--- config.mk ---
export PLATFORM = sky130hd
export DESIGN_NAME = prefix_code_letter_decoder
export DESIGN_NICKNAME = d
export VERILOG_FILES = /design/src/rtl/core/pcld_pkg.sv /design/src/rtl/core/pcld_fifo.sv /design/src/rtl/core/pcld_front.sv /design/src/rtl/core/pcld_back.sv /design/src/rtl/core/prefix_code_letter_decoder.sv
export VERILOG_INCLUDE_DIRS = /design/src /design/src/rtl/core
export SDC_FILE = /design/constraint.sdc
export NUM_CORES = 1
export LEC_CHECK = 0
export ABC_AREA = 1
export BUFFER_PORTS_ARGS = -buffer_cell sky130_fd_sc_hd__buf_4
export CELL_PAD_IN_SITES_DETAIL_PLACEMENT = 0
export CELL_PAD_IN_SITES_GLOBAL_PLACEMENT = 1
export CORE_MARGIN = 2
export CORE_UTILIZATION = 50
export CTS_BUF_LIST = sky130_fd_sc_hd__clkbuf_8
export DETAILED_ROUTE_END_ITERATION = 7
export MAX_ROUTING_LAYER = met4
export PLACE_DENSITY_LB_ADDON = 0.1
export SLEW_MARGIN = 0
export SYNTH_ARGS = -nofsm -noshare
export SYNTH_HDL_FRONTEND = slang
export SYNTH_SLANG_ARGS = --single-unit
export TNS_END_PERCENT = 100
--- constraint.sdc ---
create_clock -name clk -period 22.5 [get_ports clk]
set_input_delay 2.25 -clock clk [delete_from_list [all_inputs] [get_ports clk]]
set_output_delay 2.25 -clock clk [all_outputs]
set_load 0.05 [all_outputs]
--- src/rtl/core/prefix_code_letter_decoder_macros.svh ---
// Assertion macros shared by the prefix code letter decoder modules.
// Depends on signals named clk and rst_n in the module that uses a macro.
`ifndef PREFIX_CODE_LETTER_DECODER_MACROS_SVH
`define PREFIX_CODE_LETTER_DECODER_MACROS_SVH
`ifndef SYNTH
`define PCLD_ASSERT_IMP(lbl, ante, cons, msg) \
  lbl: assert property (@(posedge clk) disable iff (!rst_n) (ante) |-> (cons)) \
    else $error(msg);
`define PCLD_ASSERT_NXT(lbl, ante, cons, msg) \
  lbl: assert property (@(posedge clk) disable iff (!rst_n) (ante) |=> (cons)) \
    else $error(msg);
`else
`define PCLD_ASSERT_IMP(lbl, ante, cons, msg)
`define PCLD_ASSERT_NXT(lbl, ante, cons, msg)
`endif
`endif

--- src/rtl/core/pcld_pkg.sv ---
// Package of the prefix code letter decoder: code table, lookup and queue entry type.
// Used by all modules of the decoder; depends on nothing.
`timescale 1ns / 1ps
package pcld_pkg;

  localparam int SymbolCount = 27;
  localparam int SymW        = 5;
  localparam int CodeW       = 10;
  localparam int MaxBitsW    = 17;
  localparam int MaxCntW     = 5;
  localparam logic [SymW-1:0] EndMark = 5'd26;

  localparam logic [CodeW-1:0] CodeValue [SymbolCount] = '{
    10'h001, 10'h00F, 10'h016, 10'h000, 10'h003, 10'h01B, 10'h00C, 10'h009, 10'h004,
    10'h0CB, 10'h064, 10'h001, 10'h018, 10'h005, 10'h002, 10'h00E, 10'h328, 10'h00A,
    10'h008, 10'h007, 10'h017, 10'h033, 10'h01A, 10'h329, 10'h00D, 10'h32A, 10'h32B
  };

  localparam logic [MaxCntW-1:0] CodeLength [SymbolCount] = '{
    5'd4, 5'd6, 5'd5, 5'd5, 5'd3, 5'd5, 5'd6, 5'd4, 5'd4,
    5'd8, 5'd7, 5'd5, 5'd5, 5'd4, 5'd4, 5'd6, 5'd10, 5'd4,
    5'd4, 5'd3, 5'd5, 5'd6, 5'd5, 5'd10, 5'd6, 5'd10, 5'd10
  };

  typedef struct packed {
    logic            hit;
    logic [SymW-1:0] sym;
  } find_t;

  typedef struct packed {
    logic            two;
    logic [SymW-1:0] sym0;
    logic            err0;
    logic [SymW-1:0] sym1;
    logic            err1;
  } entry_t;

  function automatic find_t find_symbol(input logic [MaxBitsW-1:0] bits,
                                        input logic [MaxCntW-1:0] cnt);
    find_t f;
    f = '0;
    for (int s = SymbolCount - 1; s >= 0; s--) begin
      if (CodeLength[s] == cnt && MaxBitsW'(CodeValue[s]) == bits) begin
        f.hit = 1'b1;
        f.sym = SymW'(s);
      end
    end
    return f;
  endfunction

endpackage

--- src/rtl/core/pcld_fifo.sv ---
// Short queue of decoded digit entries between the front and back parts.
// Depends on pcld_pkg for the entry type.
`timescale 1ns / 1ps
module pcld_fifo #(
  parameter int Depth = 4
) (
  input  logic            clk,
  input  logic            rst_n,
  input  logic            push,
  input  pcld_pkg::entry_t push_entry,
  output logic            full,
  input  logic            pop,
  output logic            empty,
  output pcld_pkg::entry_t head
);

  localparam int AW = (Depth > 1) ? $clog2(Depth) : 1;
  localparam int CW = $clog2(Depth + 1);

  pcld_pkg::entry_t mem_r [Depth];
  logic [AW-1:0] wr_ptr_r, wr_ptr_nxt;
  logic [AW-1:0] rd_ptr_r, rd_ptr_nxt;
  logic [CW-1:0] count_r, count_nxt;

  assign full  = (count_r == CW'(Depth));
  assign empty = (count_r == '0);
  assign head  = mem_r[rd_ptr_r];

  always_comb begin
    wr_ptr_nxt = wr_ptr_r;
    rd_ptr_nxt = rd_ptr_r;
    count_nxt  = count_r;
    if (push) begin
      wr_ptr_nxt = (wr_ptr_r == AW'(Depth - 1)) ? '0 : wr_ptr_r + AW'(1);
    end
    if (pop) begin
      rd_ptr_nxt = (rd_ptr_r == AW'(Depth - 1)) ? '0 : rd_ptr_r + AW'(1);
    end
    if (push && !pop) begin
      count_nxt = count_r + CW'(1);
    end else if (pop && !push) begin
      count_nxt = count_r - CW'(1);
    end
  end

  always_ff @(posedge clk) begin
    if (!rst_n) begin
      wr_ptr_r <= '0;
      rd_ptr_r <= '0;
      count_r  <= '0;
    end else begin
      wr_ptr_r <= wr_ptr_nxt;
      rd_ptr_r <= rd_ptr_nxt;
      count_r  <= count_nxt;
    end
  end

  always_ff @(posedge clk) begin
    if (push) begin
      mem_r[wr_ptr_r] <= push_entry;
    end
  end

endmodule

--- src/rtl/core/pcld_front.sv ---
// Front part: accepts digits, shifts their bits through the code matcher, builds entries.
// Depends on pcld_pkg for the code table, lookup and entry type.
`timescale 1ns / 1ps
module pcld_front #(
  parameter int MaxCodeLen = 10
) (
  input  logic             clk,
  input  logic             rst_n,
  input  logic             in_tvalid,
  output logic             in_tready,
  input  logic [7:0]       in_tdata,
  input  logic             in_tuser,
  input  logic             q_full,
  output logic             q_push,
  output pcld_pkg::entry_t q_entry
);

  localparam int GW   = MaxCodeLen + 1;
  localparam int CNTW = $clog2(MaxCodeLen + 2);

  logic [GW-1:0]   bits_r, bits_nxt;
  logic [CNTW-1:0] count_r, count_nxt;
  logic            halted_r, halted_nxt;
  logic            accept;
  logic [1:0]      n_res;

  assign in_tready = !q_full;
  assign accept    = in_tvalid && in_tready;
  assign q_push    = accept && (n_res != 2'd0);

  always_comb begin
    pcld_pkg::find_t f;
    logic [GW-1:0]   b;
    logic [CNTW-1:0] c;
    logic            h;
    logic [1:0]      n;
    pcld_pkg::entry_t e;
    f = '0;
    if (in_tuser) begin
      b = '0;
      c = '0;
      h = 1'b0;
    end else begin
      b = bits_r;
      c = count_r;
      h = halted_r;
    end
    n = 2'd0;
    e = '0;
    for (int i = 3; i >= 0; i--) begin
      if (!h && n != 2'd2) begin
        b = {b[GW-2:0], in_tdata[i]};
        c = c + CNTW'(1);
        f = pcld_pkg::find_symbol(pcld_pkg::MaxBitsW'(b), pcld_pkg::MaxCntW'(c));
        if (f.hit) begin
          if (n == 2'd0) begin
            e.sym0 = f.sym;
          end else begin
            e.sym1 = f.sym;
          end
          n = n + 2'd1;
          b = '0;
          c = '0;
          if (f.sym == pcld_pkg::EndMark) begin
            h = 1'b1;
          end
        end else if (c > CNTW'(MaxCodeLen)) begin
          if (n == 2'd0) begin
            e.err0 = 1'b1;
          end else begin
            e.err1 = 1'b1;
          end
          n = n + 2'd1;
          b = '0;
          c = '0;
          h = 1'b1;
        end
      end
    end
    e.two      = (n == 2'd2);
    n_res      = n;
    q_entry    = e;
    bits_nxt   = b;
    count_nxt  = c;
    halted_nxt = h;
  end

  always_ff @(posedge clk) begin
    if (!rst_n) begin
      bits_r   <= '0;
      count_r  <= '0;
      halted_r <= 1'b0;
    end else if (accept) begin
      bits_r   <= bits_nxt;
      count_r  <= count_nxt;
      halted_r <= halted_nxt;
    end
  end

endmodule

--- src/rtl/core/pcld_back.sv ---
// Back part: takes entries from the queue and sends their results one per item.
// Depends on pcld_pkg for the entry type and on the assertion macro header.
`timescale 1ns / 1ps
`include "prefix_code_letter_decoder_macros.svh"
module pcld_back (
  input  logic             clk,
  input  logic             rst_n,
  input  logic             q_empty,
  input  pcld_pkg::entry_t q_head,
  output logic             q_pop,
  output logic             out_tvalid,
  input  logic             out_tready,
  output logic [7:0]       out_tdata,
  output logic             out_tuser,
  output logic             out_tlast
);

  logic                      valid_r, valid_nxt;
  logic                      half_r, half_nxt;
  logic [pcld_pkg::SymW-1:0] sym_r, sym_nxt;
  logic                      err_r, err_nxt;
  logic                      last_r, last_nxt;
  logic                      load;

  assign load = !valid_r || out_tready;

  always_comb begin
    valid_nxt = valid_r;
    half_nxt  = half_r;
    sym_nxt   = sym_r;
    err_nxt   = err_r;
    last_nxt  = last_r;
    q_pop     = 1'b0;
    if (load) begin
      if (half_r) begin
        valid_nxt = 1'b1;
        sym_nxt   = q_head.sym1;
        err_nxt   = q_head.err1;
        last_nxt  = 1'b1;
        half_nxt  = 1'b0;
        q_pop     = 1'b1;
      end else if (!q_empty) begin
        valid_nxt = 1'b1;
        sym_nxt   = q_head.sym0;
        err_nxt   = q_head.err0;
        last_nxt  = !q_head.two;
        half_nxt  = q_head.two;
        q_pop     = !q_head.two;
      end else begin
        valid_nxt = 1'b0;
      end
    end
  end

  always_ff @(posedge clk) begin
    if (!rst_n) begin
      valid_r <= 1'b0;
      half_r  <= 1'b0;
    end else begin
      valid_r <= valid_nxt;
      half_r  <= half_nxt;
    end
  end

  always_ff @(posedge clk) begin
    sym_r  <= sym_nxt;
    err_r  <= err_nxt;
    last_r <= last_nxt;
  end

  assign out_tvalid = valid_r;
  assign out_tdata  = {3'b000, sym_r};
  assign out_tuser  = err_r;
  assign out_tlast  = last_r;

  `PCLD_ASSERT_IMP(a_err_form, valid_r && err_r, sym_r == '0 && last_r, "error result malformed")
  `PCLD_ASSERT_IMP(a_end_last, valid_r && sym_r == pcld_pkg::EndMark, last_r, "end mark not last")
  `PCLD_ASSERT_IMP(a_half_first, half_r, valid_r && !last_r, "second result without first")
  `PCLD_ASSERT_IMP(a_half_head, half_r, !q_empty, "second result but queue empty")
  `PCLD_ASSERT_NXT(a_sym_range, 1'b1, !valid_r || sym_r <= pcld_pkg::EndMark, "symbol out of range")

endmodule

--- src/rtl/core/prefix_code_letter_decoder.sv ---
// Top level of the prefix code letter decoder: front, entry queue and back part.
// Depends on pcld_pkg, pcld_fifo, pcld_front and pcld_back.
//
//   channel | direction | tdata             | tuser            | tlast
//   in_     | slave     | [3:0] digit       | new_transmission | -
//   out_    | master    | [4:0] symbol      | error            | last
//
// One digit is accepted per cycle while the entry queue has room; its bits are
// matched against the code table in the accept cycle until an end mark or an error halts matching.
// Results leave one per cycle from the output register while out_tready is high, so a
// digit with two results holds the back part for both results and the queue absorbs the difference.
// From accept, a digit's first result passes through the entry queue and then the output register.
// Reset is synchronous and active low.
`timescale 1ns / 1ps
module prefix_code_letter_decoder #(
  parameter int MaxCodeLen = 10,
  parameter int QueueDepth = 4
) (
  input  logic       clk,
  input  logic       rst_n,
  input  logic       in_tvalid,
  output logic       in_tready,
  input  logic [7:0] in_tdata,   // [3:0] digit, [7:4] zero
  input  logic       in_tuser,   // [0] new_transmission
  output logic       out_tvalid,
  input  logic       out_tready,
  output logic [7:0] out_tdata,  // [4:0] symbol, [7:5] zero
  output logic       out_tuser,  // [0] error
  output logic       out_tlast
);

  logic             q_push;
  logic             q_pop;
  logic             q_full;
  logic             q_empty;
  pcld_pkg::entry_t q_entry;
  pcld_pkg::entry_t q_head;

  pcld_front #(
    .MaxCodeLen (MaxCodeLen)
  ) u_front (
    .clk       (clk),
    .rst_n     (rst_n),
    .in_tvalid (in_tvalid),
    .in_tready (in_tready),
    .in_tdata  (in_tdata),
    .in_tuser  (in_tuser),
    .q_full    (q_full),
    .q_push    (q_push),
    .q_entry   (q_entry)
  );

  pcld_fifo #(
    .Depth (QueueDepth)
  ) u_fifo (
    .clk        (clk),
    .rst_n      (rst_n),
    .push       (q_push),
    .push_entry (q_entry),
    .full       (q_full),
    .pop        (q_pop),
    .empty      (q_empty),
    .head       (q_head)
  );

  pcld_back u_back (
    .clk        (clk),
    .rst_n      (rst_n),
    .q_empty    (q_empty),
    .q_head     (q_head),
    .q_pop      (q_pop),
    .out_tvalid (out_tvalid),
    .out_tready (out_tready),
    .out_tdata  (out_tdata),
    .out_tuser  (out_tuser),
    .out_tlast  (out_tlast)
  );

endmodule
==> results.py, run 1 <==
metrics = {
    "global_routing": {
        "grt_overflow": 0,
        "track_usage_pct": 29.97,
        "grt_first_pass_wirelength_um": 42850,
        "grt_max_degree": 31,
        "antenna_found_initial": 0,
        "first_global_vias": 8532,
    },
    "power": {
        "p_switching_uw": 808.3,
        "switching_share_pct": 58.52,
        "power.leakage_nw": 4.553,
        "pwr-share-clk_pct": 6.9,
        "seqPwrFrac_pct": 19.4,
        "p_int_uw": 573.0,
        "irDropWorstVdd_mv": 0.09168,
        "p_total_mw": 1.381,
        "p_per_area_mw_per_mm2": 148.7,
        "comb_power_share_pct": 73.7,
    },
    "synth": {
        "ys_seq_area_share_pct": 25.98,
        "synthCells": 1436,
        "ys_ff_latch": 85,
        "synth_top_area_cell": "edfxtp_1",
        "yosys_warnings": 0,
        "yosysTopAreaCellShare_pct": 20.08,
        "syn_avg_cell_area_um2": 6.144,
        "synth-edff-count": 59,
        "synthesis.area_mm2": 0.008822,
        "ys_types": 56,
        "synth-main-ff-cell": "edfxtp_1",
        "async_reset_ff_share_pct": 0,
        "synth_area_leaders": "edfxtp_1 (20%), nand2_1 (16%), nor2_1 (11%)",
    },
    "worst_setup_path": {
        "cp-start-kind": "input port",
        "crit_path_top_delay_cell": "nor2_1",
        "worst_setup_path_end_kind": "flop",
        "worstPathRequired_ps": 22740,
        "cp_max_fo": 20,
        "worst_path_largest_cell_delay_ps": 660,
        "cpMostUsedCell": "nand2_1",
        "arrival_ps": 12530,
        "crit_type": "in -> reg",
    },
    "floorplan": {
        "io_pins": 25,
        "initial_core_util_pct": 51.01,
        "coreArea_mm2": 0.01730,
        "fp.dieH_um": 136.8,
        "die_w_um": 136.8,
        "rows": 48,
        "dieArea_mm2": 0.01872,
    },
    "layout": {
        "drive_above_1_share_pct": 10.94,
        "final_cell_count_no_fill": 1669,
        "multi_input_comb_area_mm2": 0.005644,
        "regArea_mm2": 0.002292,
        "layout_commonest_cell": "nand2_1",
        "final_cell_mix": "nand2_1 (377), nor2_1 (260), inv_1 (161), nand3_1 (111), o21ai_0 (70)",
        "nFillCells": 1833,
        "diodes": 0,
        "nNetsFinal": 1482,
        "layout-area-overhead-vs-synth_pct": 5.318,
    },
    "clocking": {
        "cts_setup_buffers": 0,
        "clock_path_buffers": 2,
        "cts_resized": 0,
        "clk_latency_ps": 360,
        "cts_tree": "built",
        "clock_sinks": 85,
        "hold_buffers": 0,
        "clock-root-buffer": "clkbuf_8",
        "numCtsBuffers": 9,
        "htree_num_levels": 3,
        "clkSlewWorstSetupHoldPaths_ps": 80,
    },
    "job": {
        "maxCapViolations": 0,
    },
    "sta": {
        "finalSetupTns_ps": 0,
        "finalCritPeriodShare_pct": 54.62,
        "slew-limit-headroom_pct": 33.69,
        "worstMarginPinSlew_ps": 981.7,
        "final.setup_skew_ps": 12.59,
        "max_freq_mhz": 81.37,
        "whs_ps": 483.3,
        "setup-violations-final": 0,
        "finalHoldViolCount": 0,
        "fin_crit_ps": 12290,
        "drv_slew": 0,
        "rsz0062_at_grt": "false",
    },
    "worst_hold_path": {
        "hold_class": "reg -> reg",
    },
    "placement": {
        "io_buffers": 17,
        "place_hpwl_um": 21620,
        "place_congestion": 0.9934,
        "placed_cells": 1653,
    },
    "drt": {
        "wl_um": 26960,
        "drt_first_pass_iters": 6,
        "wl_per_cell_um": 16.15,
        "vias": 9300,
        "post-route-drc-count": 0,
        "vias_per_cell": 5.572,
        "drtAntennaViolNets": 0,
        "drt_iter0_markers": 697,
    },
    "status": {
        "status": "complete, no violations",
    },
}
[cell families (layout without fill, tap and decap cells)]
kind of cell             after synthesis  after routing  share of synthesized area [%]
AO/OA/AOI/OAI                        172            172                          11.23
buffers and inverters                222            228                          10.18
other                                  1              3                        0.04251
flip-flops                            85             85                          25.98
XOR/XNOR                               2              2                         0.1986
AND/OR/NAND/NOR                      924            924                          48.02
adder cells (fa/ha/maj)               30             30                          4.340
[power groups by stage]
stage / Sequential (mW) / Combinational (mW) / Clock (mW)
CTS: 0.268 / 1.01 / 0.0966
floorplan: 0.288 / 0.753 / 0
global placement: 0.270 / 0.996 / 0
finish: 0.268 / 1.02 / 0.0950
global route: 0.273 / 1.14 / 0.103
detailed placement: 0.272 / 1.01 / 0
[metrics by stage]
stage	area, µm²	setup slack (ps)	util [%]
2_1_floorplan	8830	12720	-
6_report	9291	10210	53.72
4_1_cts	9291	10310	53.72
3_3_place_gp	9115	10020	52.70
5_1_grt	9291	9118	53.72
3_5_place_dp	9115	9961	52.70
[Yosys cell counts, types with 8 or more instances]
master,number
a31oi_1,8
nand2_1,377
nor3_1,27
edfxtp_1,59
clkbuf_1,19
dfxtp_1,26
nor2_2,22
nand4_1,47
nand3_1,111
o21ai_0,70
inv_2,24
nor2_1,260
inv_1,160
ha_1,29
nand2_2,27
nor2_4,8
o211ai_1,11
a21oi_1,40
nand3_2,10
o22ai_1,8
o21ai_1,16
[routing by layer]
metal	up-vias	GRT usage, %	part of all wire [%]
li1	4685	-	-
met1	4234	39.76	45
met2	325	49.36	47
met3	56	1.926	5.3
met4	0	9.049	2.7
met5	-	-	0
[worst paths after layout]
check | slack [ps] | from | cells after the start | end
max reg2reg | 11790 | u_front.count_r[1]$_SDFFE_PN0P_ | 66 | u_fifo.count_r[2]$_SDFFE_PN0P_
min | 480 | u_front.bits_r[8]$_SDFFE_PN0P_ | 2 | u_front.bits_r[8]$_SDFFE_PN0P_
max | 10210 | in_tuser | 65 | u_fifo.count_r[2]$_SDFFE_PN0P_
min reg2reg | 480 | u_front.bits_r[8]$_SDFFE_PN0P_ | 2 | u_front.bits_r[8]$_SDFFE_PN0P_
[state kept, by name, indices dropped and copies added (netlist names), named ones only]
signal and count:
u_front.bits_r 10, u_back.half_r 1, u_back.out_tlast 1, u_front.halted_r 1, u_back.sym_r 5, u_fifo.mem_r 52, u_fifo.rd_ptr_r 2, u_fifo.count_r 3
u_fifo.wr_ptr_r 2, u_back.out_tuser 1, u_front.count_r 4, u_back.out_tvalid 1
[area by class of cell]
cell class              instances  area share [%]
clock inverters                 5          0.2693
flip-flops and latches         85           24.67
well taps                     225           3.030
inverters                     185           7.474
repair buffers                 27           2.182
clock buffers                  11           1.629
multi-input cells            1131           60.75
[worst max-delay path: cells and delay by family]
family                     cells  cell delay [ps]
and+or+nand+nor               47             7440
AOI/OAI and AO/OA              6              860
adders and majority gates      5             1190
buffers and inverters          7              770
Power figures use the tool's default switching activity.
==> run 2, diff against run 1 <==
--- a/config.mk
+++ b/config.mk
@@ -6,7 +6,7 @@
 export SDC_FILE = /design/constraint.sdc
 export NUM_CORES = 1
 export LEC_CHECK = 0
-export ABC_AREA = 1
+export ABC_AREA = 0
 export BUFFER_PORTS_ARGS = -buffer_cell sky130_fd_sc_hd__buf_4
 export CELL_PAD_IN_SITES_DETAIL_PLACEMENT = 0
 export CELL_PAD_IN_SITES_GLOBAL_PLACEMENT = 1
==> constraint.sdc (replaced) <==
create_clock -name clk -period 11.8 [get_ports clk]
set_input_delay 1.18 -clock clk [delete_from_list [all_inputs] [get_ports clk]]
set_output_delay 1.18 -clock clk [all_outputs]
set_load 0.05 [all_outputs]
==> results.py, run 2 <==
metrics = {
    "synth": {
        "synthesis.area_mm2": 0.009484,
        "yosys-top-cells-count": "nand2_1 (108), nor2_1 (106), a21oi_1 (68)",
        "yosys_warnings": 0,
        "ys_ff_latch": 85,
        "ys_seq_area_share_pct": 24.17,
        "synth-main-ff-cell": "edfxtp_1",
        "synthCells": 1170,
        "ys_types": 123,
        "yosysTopAreaCellShare_pct": 18.68,
        "synth_top_area_cell": "edfxtp_1",
        "async_reset_ff_share_pct": 0,
        "syn_avg_cell_area_um2": 8.106,
        "synth_area_leaders": "edfxtp_1 (19%), dfxtp_1 (5.5%), nand2_1 (4.3%)",
        "synth.most_common_cell": "nand2_1",
        "synth-edff-count": 59,
    },
    "global_routing": {
        "use_met2_pct": 56.72,
        "track_usage_pct": 36.63,
        "grt_overflow": 0,
        "grt_first_pass_wirelength_um": 55930,
        "busiest_layer": "met2",
        "first_global_vias": 9691,
        "use_met1_pct": 51.39,
        "antenna_found_initial": 0,
        "grt_max_degree": 26,
        "use_met3_pct": 3.814,
    },
    "clocking": {
        "clk_latency_ps": 350,
        "numCtsBuffers": 9,
        "clkSlewWorstSetupHoldPaths_ps": 80,
        "htree_num_levels": 3,
        "clock-root-buffer": "clkbuf_8",
        "clock_sinks": 85,
        "cts_tree": "built",
        "clock_path_buffers": 2,
    },
    "drt": {
        "drtAntennaViolNets": 0,
        "post-route-drc-count": 0,
        "drt_first_pass_iters": 6,
        "drt_iter0_markers": 1478,
        "vias": 10470,
        "wl_um": 36140,
        "wl_per_cell_um": 23.95,
        "vias_per_cell": 6.940,
    },
    "worst_setup_path": {
        "crit_type": "in -> reg",
        "arrival_ps": 11690,
        "ff2ff_setup_slack_ps": 710,
        "cp-start-kind": "input port",
        "reg2reg_depth": 47,
        "worst_path_largest_cell_delay_ps": 600,
        "endpoint": "u_fifo.count_r[2]$_SDFFE_PN0P_",
        "cpMostUsedCell": "buf_4",
        "worstPathRequired_ps": 12080,
        "cp-startpoint": "in_tuser",
        "worst_setup_path_end_kind": "flop",
        "cp_max_fo": 7,
        "r2r_end": "u_fifo.count_r[2]$_SDFFE_PN0P_",
        "rr_startpoint": "u_front.count_r[0]$_SDFFE_PN0P_",
        "crit_path_top_delay_cell": "or4_1",
    },
    "layout": {
        "reg_top3": "u_fifo.mem_r (52), u_front.bits_r (10), u_back.sym_r (5)",
        "drive_above_1_share_pct": 21.73,
        "largest_reg_flops": 52,
        "final_cell_mix": "buf_4 (156), nand2_1 (107), nor2_1 (105), a21oi_1 (67), nand3_1 (64)",
        "nNetsFinal": 1313,
        "regMostFlops": "u_fifo.mem_r",
        "nFillCells": 1741,
        "layout-area-overhead-vs-synth_pct": 15.44,
        "layout_commonest_cell": "buf_4",
        "diodes": 0,
        "final_cell_count_no_fill": 1509,
    },
    "placement": {
        "place_hpwl_um": 28260,
        "place_congestion": 1.008,
        "placed_cells": 1490,
        "io_buffers": 17,
    },
    "floorplan": {
        "rows": 50,
        "dieArea_mm2": 0.02009,
        "fp.dieH_um": 141.7,
        "initial_core_util_pct": 50.87,
        "io_pins": 25,
        "coreArea_mm2": 0.01864,
        "die_w_um": 141.7,
    },
    "sta": {
        "fin_crit_ps": 11410,
        "finalCritPeriodShare_pct": 96.67,
        "drv_slew": 0,
        "slew-limit-headroom_pct": 23.42,
        "finalHoldViolCount": 0,
        "setup-violations-final": 0,
        "max_freq_mhz": 87.66,
        "final.setup_skew_ps": 7.264,
        "worstMarginPinSlew_ps": 1139,
        "whs_ps": 517.5,
    },
    "power": {
        "power.leakage_nw": 4.001,
        "irDropWorstVdd_mv": 0.1776,
        "p_per_area_mw_per_mm2": 337.5,
    },
    "worst_hold_path": {
        "hold_class": "reg -> reg",
    },
    "status": {
        "status": "complete, no violations",
    },
    "job": {
        "maxCapViolations": 0,
    },
}
-- run 2: power breakdown --
| group | leakage, nW | internal [mW] | switching (mW) | total [mW] |
|---|---|---|---|---|
| clock network | 0.0832 | 0.0769 | 0.102 | 0.179 |
| logic | 3.10 | 1.14 | 1.84 | 2.98 |
| registers | 0.817 | 0.443 | 0.0948 | 0.538 |
-- run 2: cell type report --
cell class / instances / area, µm² / area share (%)
inverter: 33 / 123.9 / 1.131
multi-input combinational: 985 / 6892 / 62.95
timing repair buffer: 156 / 1171 / 10.70
clock buffer: 9 / 123.9 / 1.131
sequential: 85 / 2292 / 20.94
clock inverter: 7 / 52.55 / 0.4800
tap: 234 / 292.8 / 2.674
-- run 2: worst min-delay path by stage --
stage / startpoint / endpoint / slack, ps / cells past startpoint
CTS: u_back.out_tvalid$_SDFFE_PN0P_ / u_back.out_tvalid$_SDFFE_PN0P_ / 520 / 2
detailed placement: u_fifo.wr_ptr_r[1]$_SDFFE_PN0P_ / u_fifo.wr_ptr_r[1]$_SDFFE_PN0P_ / 500 / 2
finish: u_back.out_tvalid$_SDFFE_PN0P_ / u_back.out_tvalid$_SDFFE_PN0P_ / 520 / 2
global route: u_back.out_tvalid$_SDFFE_PN0P_ / u_back.out_tvalid$_SDFFE_PN0P_ / 550 / 2
floorplan: u_fifo.wr_ptr_r[1]$_SDFFE_PN0P_ / u_fifo.wr_ptr_r[1]$_SDFFE_PN0P_ / 470 / 2
global placement: u_fifo.wr_ptr_r[1]$_SDFFE_PN0P_ / u_fifo.wr_ptr_r[1]$_SDFFE_PN0P_ / 490 / 2
-- run 2: cell families (layout without fill, tap and decap cells) --
| group | count (synthesis) | after routing | share of synthesized area (%) |
|---|---|---|---|
| AOI/OAI and AO/OA | 385 | 385 | 30.71 |
| buffers and inverters | 102 | 205 | 4.736 |
| DFF | 85 | 85 | 24.17 |
| adders and majority gates | 30 | 30 | 4.037 |
| muxes | 38 | 38 | 5.976 |
| and+or+nand+nor | 524 | 524 | 29.87 |
| other | 1 | 3 | 0.03954 |
| xor gates and xnor gates | 5 | 5 | 0.4618 |
-- run 2: through the flow --
step / instance area (µm²) / total power [mW] / TNS, ps / utilization, % / setup WS [ps]
finish: 10950 / 3.694 / 0 / 58.72 / 392.6
global route: 10950 / 3.929 / -1.616 / 58.72 / -1.616
global placement: 10680 / 3.375 / 0 / 57.30 / 55.69
floorplan: 9569 / 2.404 / 0 / - / 16.47
CTS: 10860 / 3.585 / 0 / 58.24 / 160.9
detailed placement: 10680 / 3.396 / -193.2 / 57.30 / -193.2
-- run 2: metal layers --
layer	vias to the layer above	part of all wire (%)
met3	63	8.0
met1	5086	44
met2	531	45
met5	-	0
met4	0	2.5
li1	4793	-
-- run 2: worst max-delay path, delay by kind of cell --
kind	cells	cell delay [ps]
xor+xnor	1	160
simple gates	18	3740
buf+inv	10	1190
fa+ha+maj	6	1490
compound gates	15	3590
mux	1	320
-- run 2: repair_timing --
action                     CTS  global route
gates resized for setup      0            12
setup endpoints to repair    0             2
buffers inserted             0             3
hold buffers                 0             0
==> run 3, diff against run 2 <==
--- a/config.mk
+++ b/config.mk
@@ -14,7 +14,6 @@
 export CORE_UTILIZATION = 50
 export CTS_BUF_LIST = sky130_fd_sc_hd__clkbuf_8
 export DETAILED_ROUTE_END_ITERATION = 7
-export MAX_ROUTING_LAYER = met4
 export PLACE_DENSITY_LB_ADDON = 0.1
 export SLEW_MARGIN = 0
 export SYNTH_ARGS = -nofsm -noshare
==> results.py, run 3 (synthesized netlist as in run 2, its figures left out) <==
metrics = {
    "status": {
        "status": "complete, no violations",
    },
    "placement": {
        "dp_worst_setup_slack_ps": -96.32,
        "placed_area_mm2": 0.01062,
        "place_hpwl_um": 27760,
        "place_congestion": 1.033,
        "io_buffers": 17,
    },
    "sta": {
        "drv_slew": 0,
        "finalCritPeriodShare_pct": 97.12,
        "slew-limit-headroom_pct": 41.50,
        "whs_ps": 523.0,
        "worstMarginPinSlew_ps": 876.3,
        "setup-violations-final": 0,
        "fin_crit_ps": 11460,
        "finalHoldViolCount": 0,
        "final.setup_skew_ps": 9.431,
        "finalSetupTns_ps": 0,
        "max_freq_mhz": 87.26,
        "setup_slack_ps": 339.7,
    },
    "job": {
        "maxCapViolations": 0,
    },
    "drt": {
        "wl_per_cell_um": 24.05,
        "wl_um": 35980,
        "vias": 10450,
        "post-route-drc-count": 0,
        "drtAntennaViolNets": 0,
        "drt_iter0_markers": 1294,
        "drt_first_pass_iters": 6,
        "vias_per_cell": 6.985,
    },
    "clocking": {
        "cts_setup_buffers": 0,
        "htree_num_levels": 3,
        "clock_sinks": 85,
        "hold_buffers": 0,
        "numCtsBuffers": 9,
        "cts_tree": "built",
        "clock_path_buffers": 2,
        "clkSlewWorstSetupHoldPaths_ps": 80,
        "clk_latency_ps": 350,
        "cts_resized": 0,
        "clock-root-buffer": "clkbuf_8",
    },
    "power": {
        "irDropWorstVdd_mv": 0.2025,
        "power.leakage_nw": 4.015,
        "p_per_area_mw_per_mm2": 341.5,
    },
    "global_routing": {
        "first_global_vias": 9640,
        "grt_overflow": 0,
        "antenna_found_initial": 0,
        "track_usage_pct": 35.53,
        "grt_first_pass_wirelength_um": 55750,
        "grt_max_degree": 46,
    },
    "worst_hold_path": {
        "min-delay-start": "u_back.out_tvalid$_SDFFE_PN0P_",
        "hold_class": "reg -> reg",
    },
    "floorplan": {
        "fp.dieH_um": 141.7,
        "dieArea_mm2": 0.02009,
        "die_w_um": 141.7,
        "rows": 50,
        "initial_core_util_pct": 50.87,
        "coreArea_mm2": 0.01864,
        "io_pins": 25,
    },
    "layout": {
        "fin_util_pct": 58.78,
        "reg_top3": "u_fifo.mem_r (52), u_front.bits_r (10), u_back.sym_r (5)",
        "nNetsFinal": 1300,
        "drive_above_1_share_pct": 21.47,
        "final_cell_mix": "buf_4 (142), nand2_1 (107), nor2_1 (105), a21oi_1 (67), nand3_1 (64)",
        "layout-area-overhead-vs-synth_pct": 15.54,
        "diodes": 0,
        "layout_commonest_cell": "buf_4",
        "regMostFlops": "u_fifo.mem_r",
        "design_area_mm2": 0.01096,
        "largest_reg_flops": 52,
    },
    "worst_setup_path": {
        "critical_path.top_delay_family": "simple AND/OR/NAND/NOR gates",
        "cp-start-kind": "input port",
        "cp_max_fo": 7,
        "worst_path_largest_cell_delay_ps": 560,
        "path_buf_inv": 8,
        "crit_path_top_delay_cell": "or4_1",
        "cp-startpoint": "in_tuser",
        "arrival_ps": 11740,
        "worst_setup_path_end_kind": "flop",
        "rr_startpoint": "u_front.count_r[0]$_SDFFE_PN0P_",
        "crit_type": "in -> reg",
        "worstPathRequired_ps": 12080,
    },
}
[run 3: cell type report]
cell class | instances | area [µm²]
clock buffer | 9 | 123.9
clock inverter | 7 | 115.1
fill | 1700 | 7685
inverter | 33 | 123.9
multi-input combinational | 985 | 6924
sequential | 85 | 2292
tap | 234 | 292.8
timing repair buffer | 143 | 1086
[run 3: report_power, final]
group / switching, mW / internal (mW)
clock: 0.0986 / 0.140
sequential: 0.103 / 0.443
combinational: 1.84 / 1.12
[run 3: final timing paths]
path / endpoint / slack (ps) / depth (start not counted)
worst min register to register: u_back.out_tvalid$_SDFFE_PN0P_ / 520 / 2
worst min-delay path: u_back.out_tvalid$_SDFFE_PN0P_ / 520 / 2
worst max-delay path: u_fifo.count_r[2]$_SDFFE_PN0P_ / 340 / 51
worst max register to register: u_fifo.count_r[2]$_SDFFE_PN0P_ / 670 / 47
[run 3: through the flow]
step | power (mW) | instances
floorplan | 2.404 | 1172
global placement | 3.372 | 1480
detailed placement | 3.382 | 1480
CTS | 3.634 | 1496
global route | 3.976 | 1496
finish | 3.742 | 1496
[run 3: worst reg2reg max path, delay by kind of cell (launching register included)]
family	cells	cell delay (ps)
AO/OA/AOI/OAI	16	3700
XOR/XNOR	1	160
adder cells (fa/ha/maj)	6	1700
buffers and inverters	4	450
flip-flops	1	580
multiplexers	1	230
AND/OR/NAND/NOR	19	4240
[run 3: layer usage]
| metal | GRT usage [%] | up-vias | share of wire [%] |
|---|---|---|---|
| li1 | - | 4763 | - |
| met1 | 50.64 | 4942 | 43 |
| met2 | 55.75 | 660 | 44 |
| met3 | 5.332 | 84 | 9.9 |
| met4 | 10.95 | 0 | 3.2 |
| met5 | 0 | - | 0 |
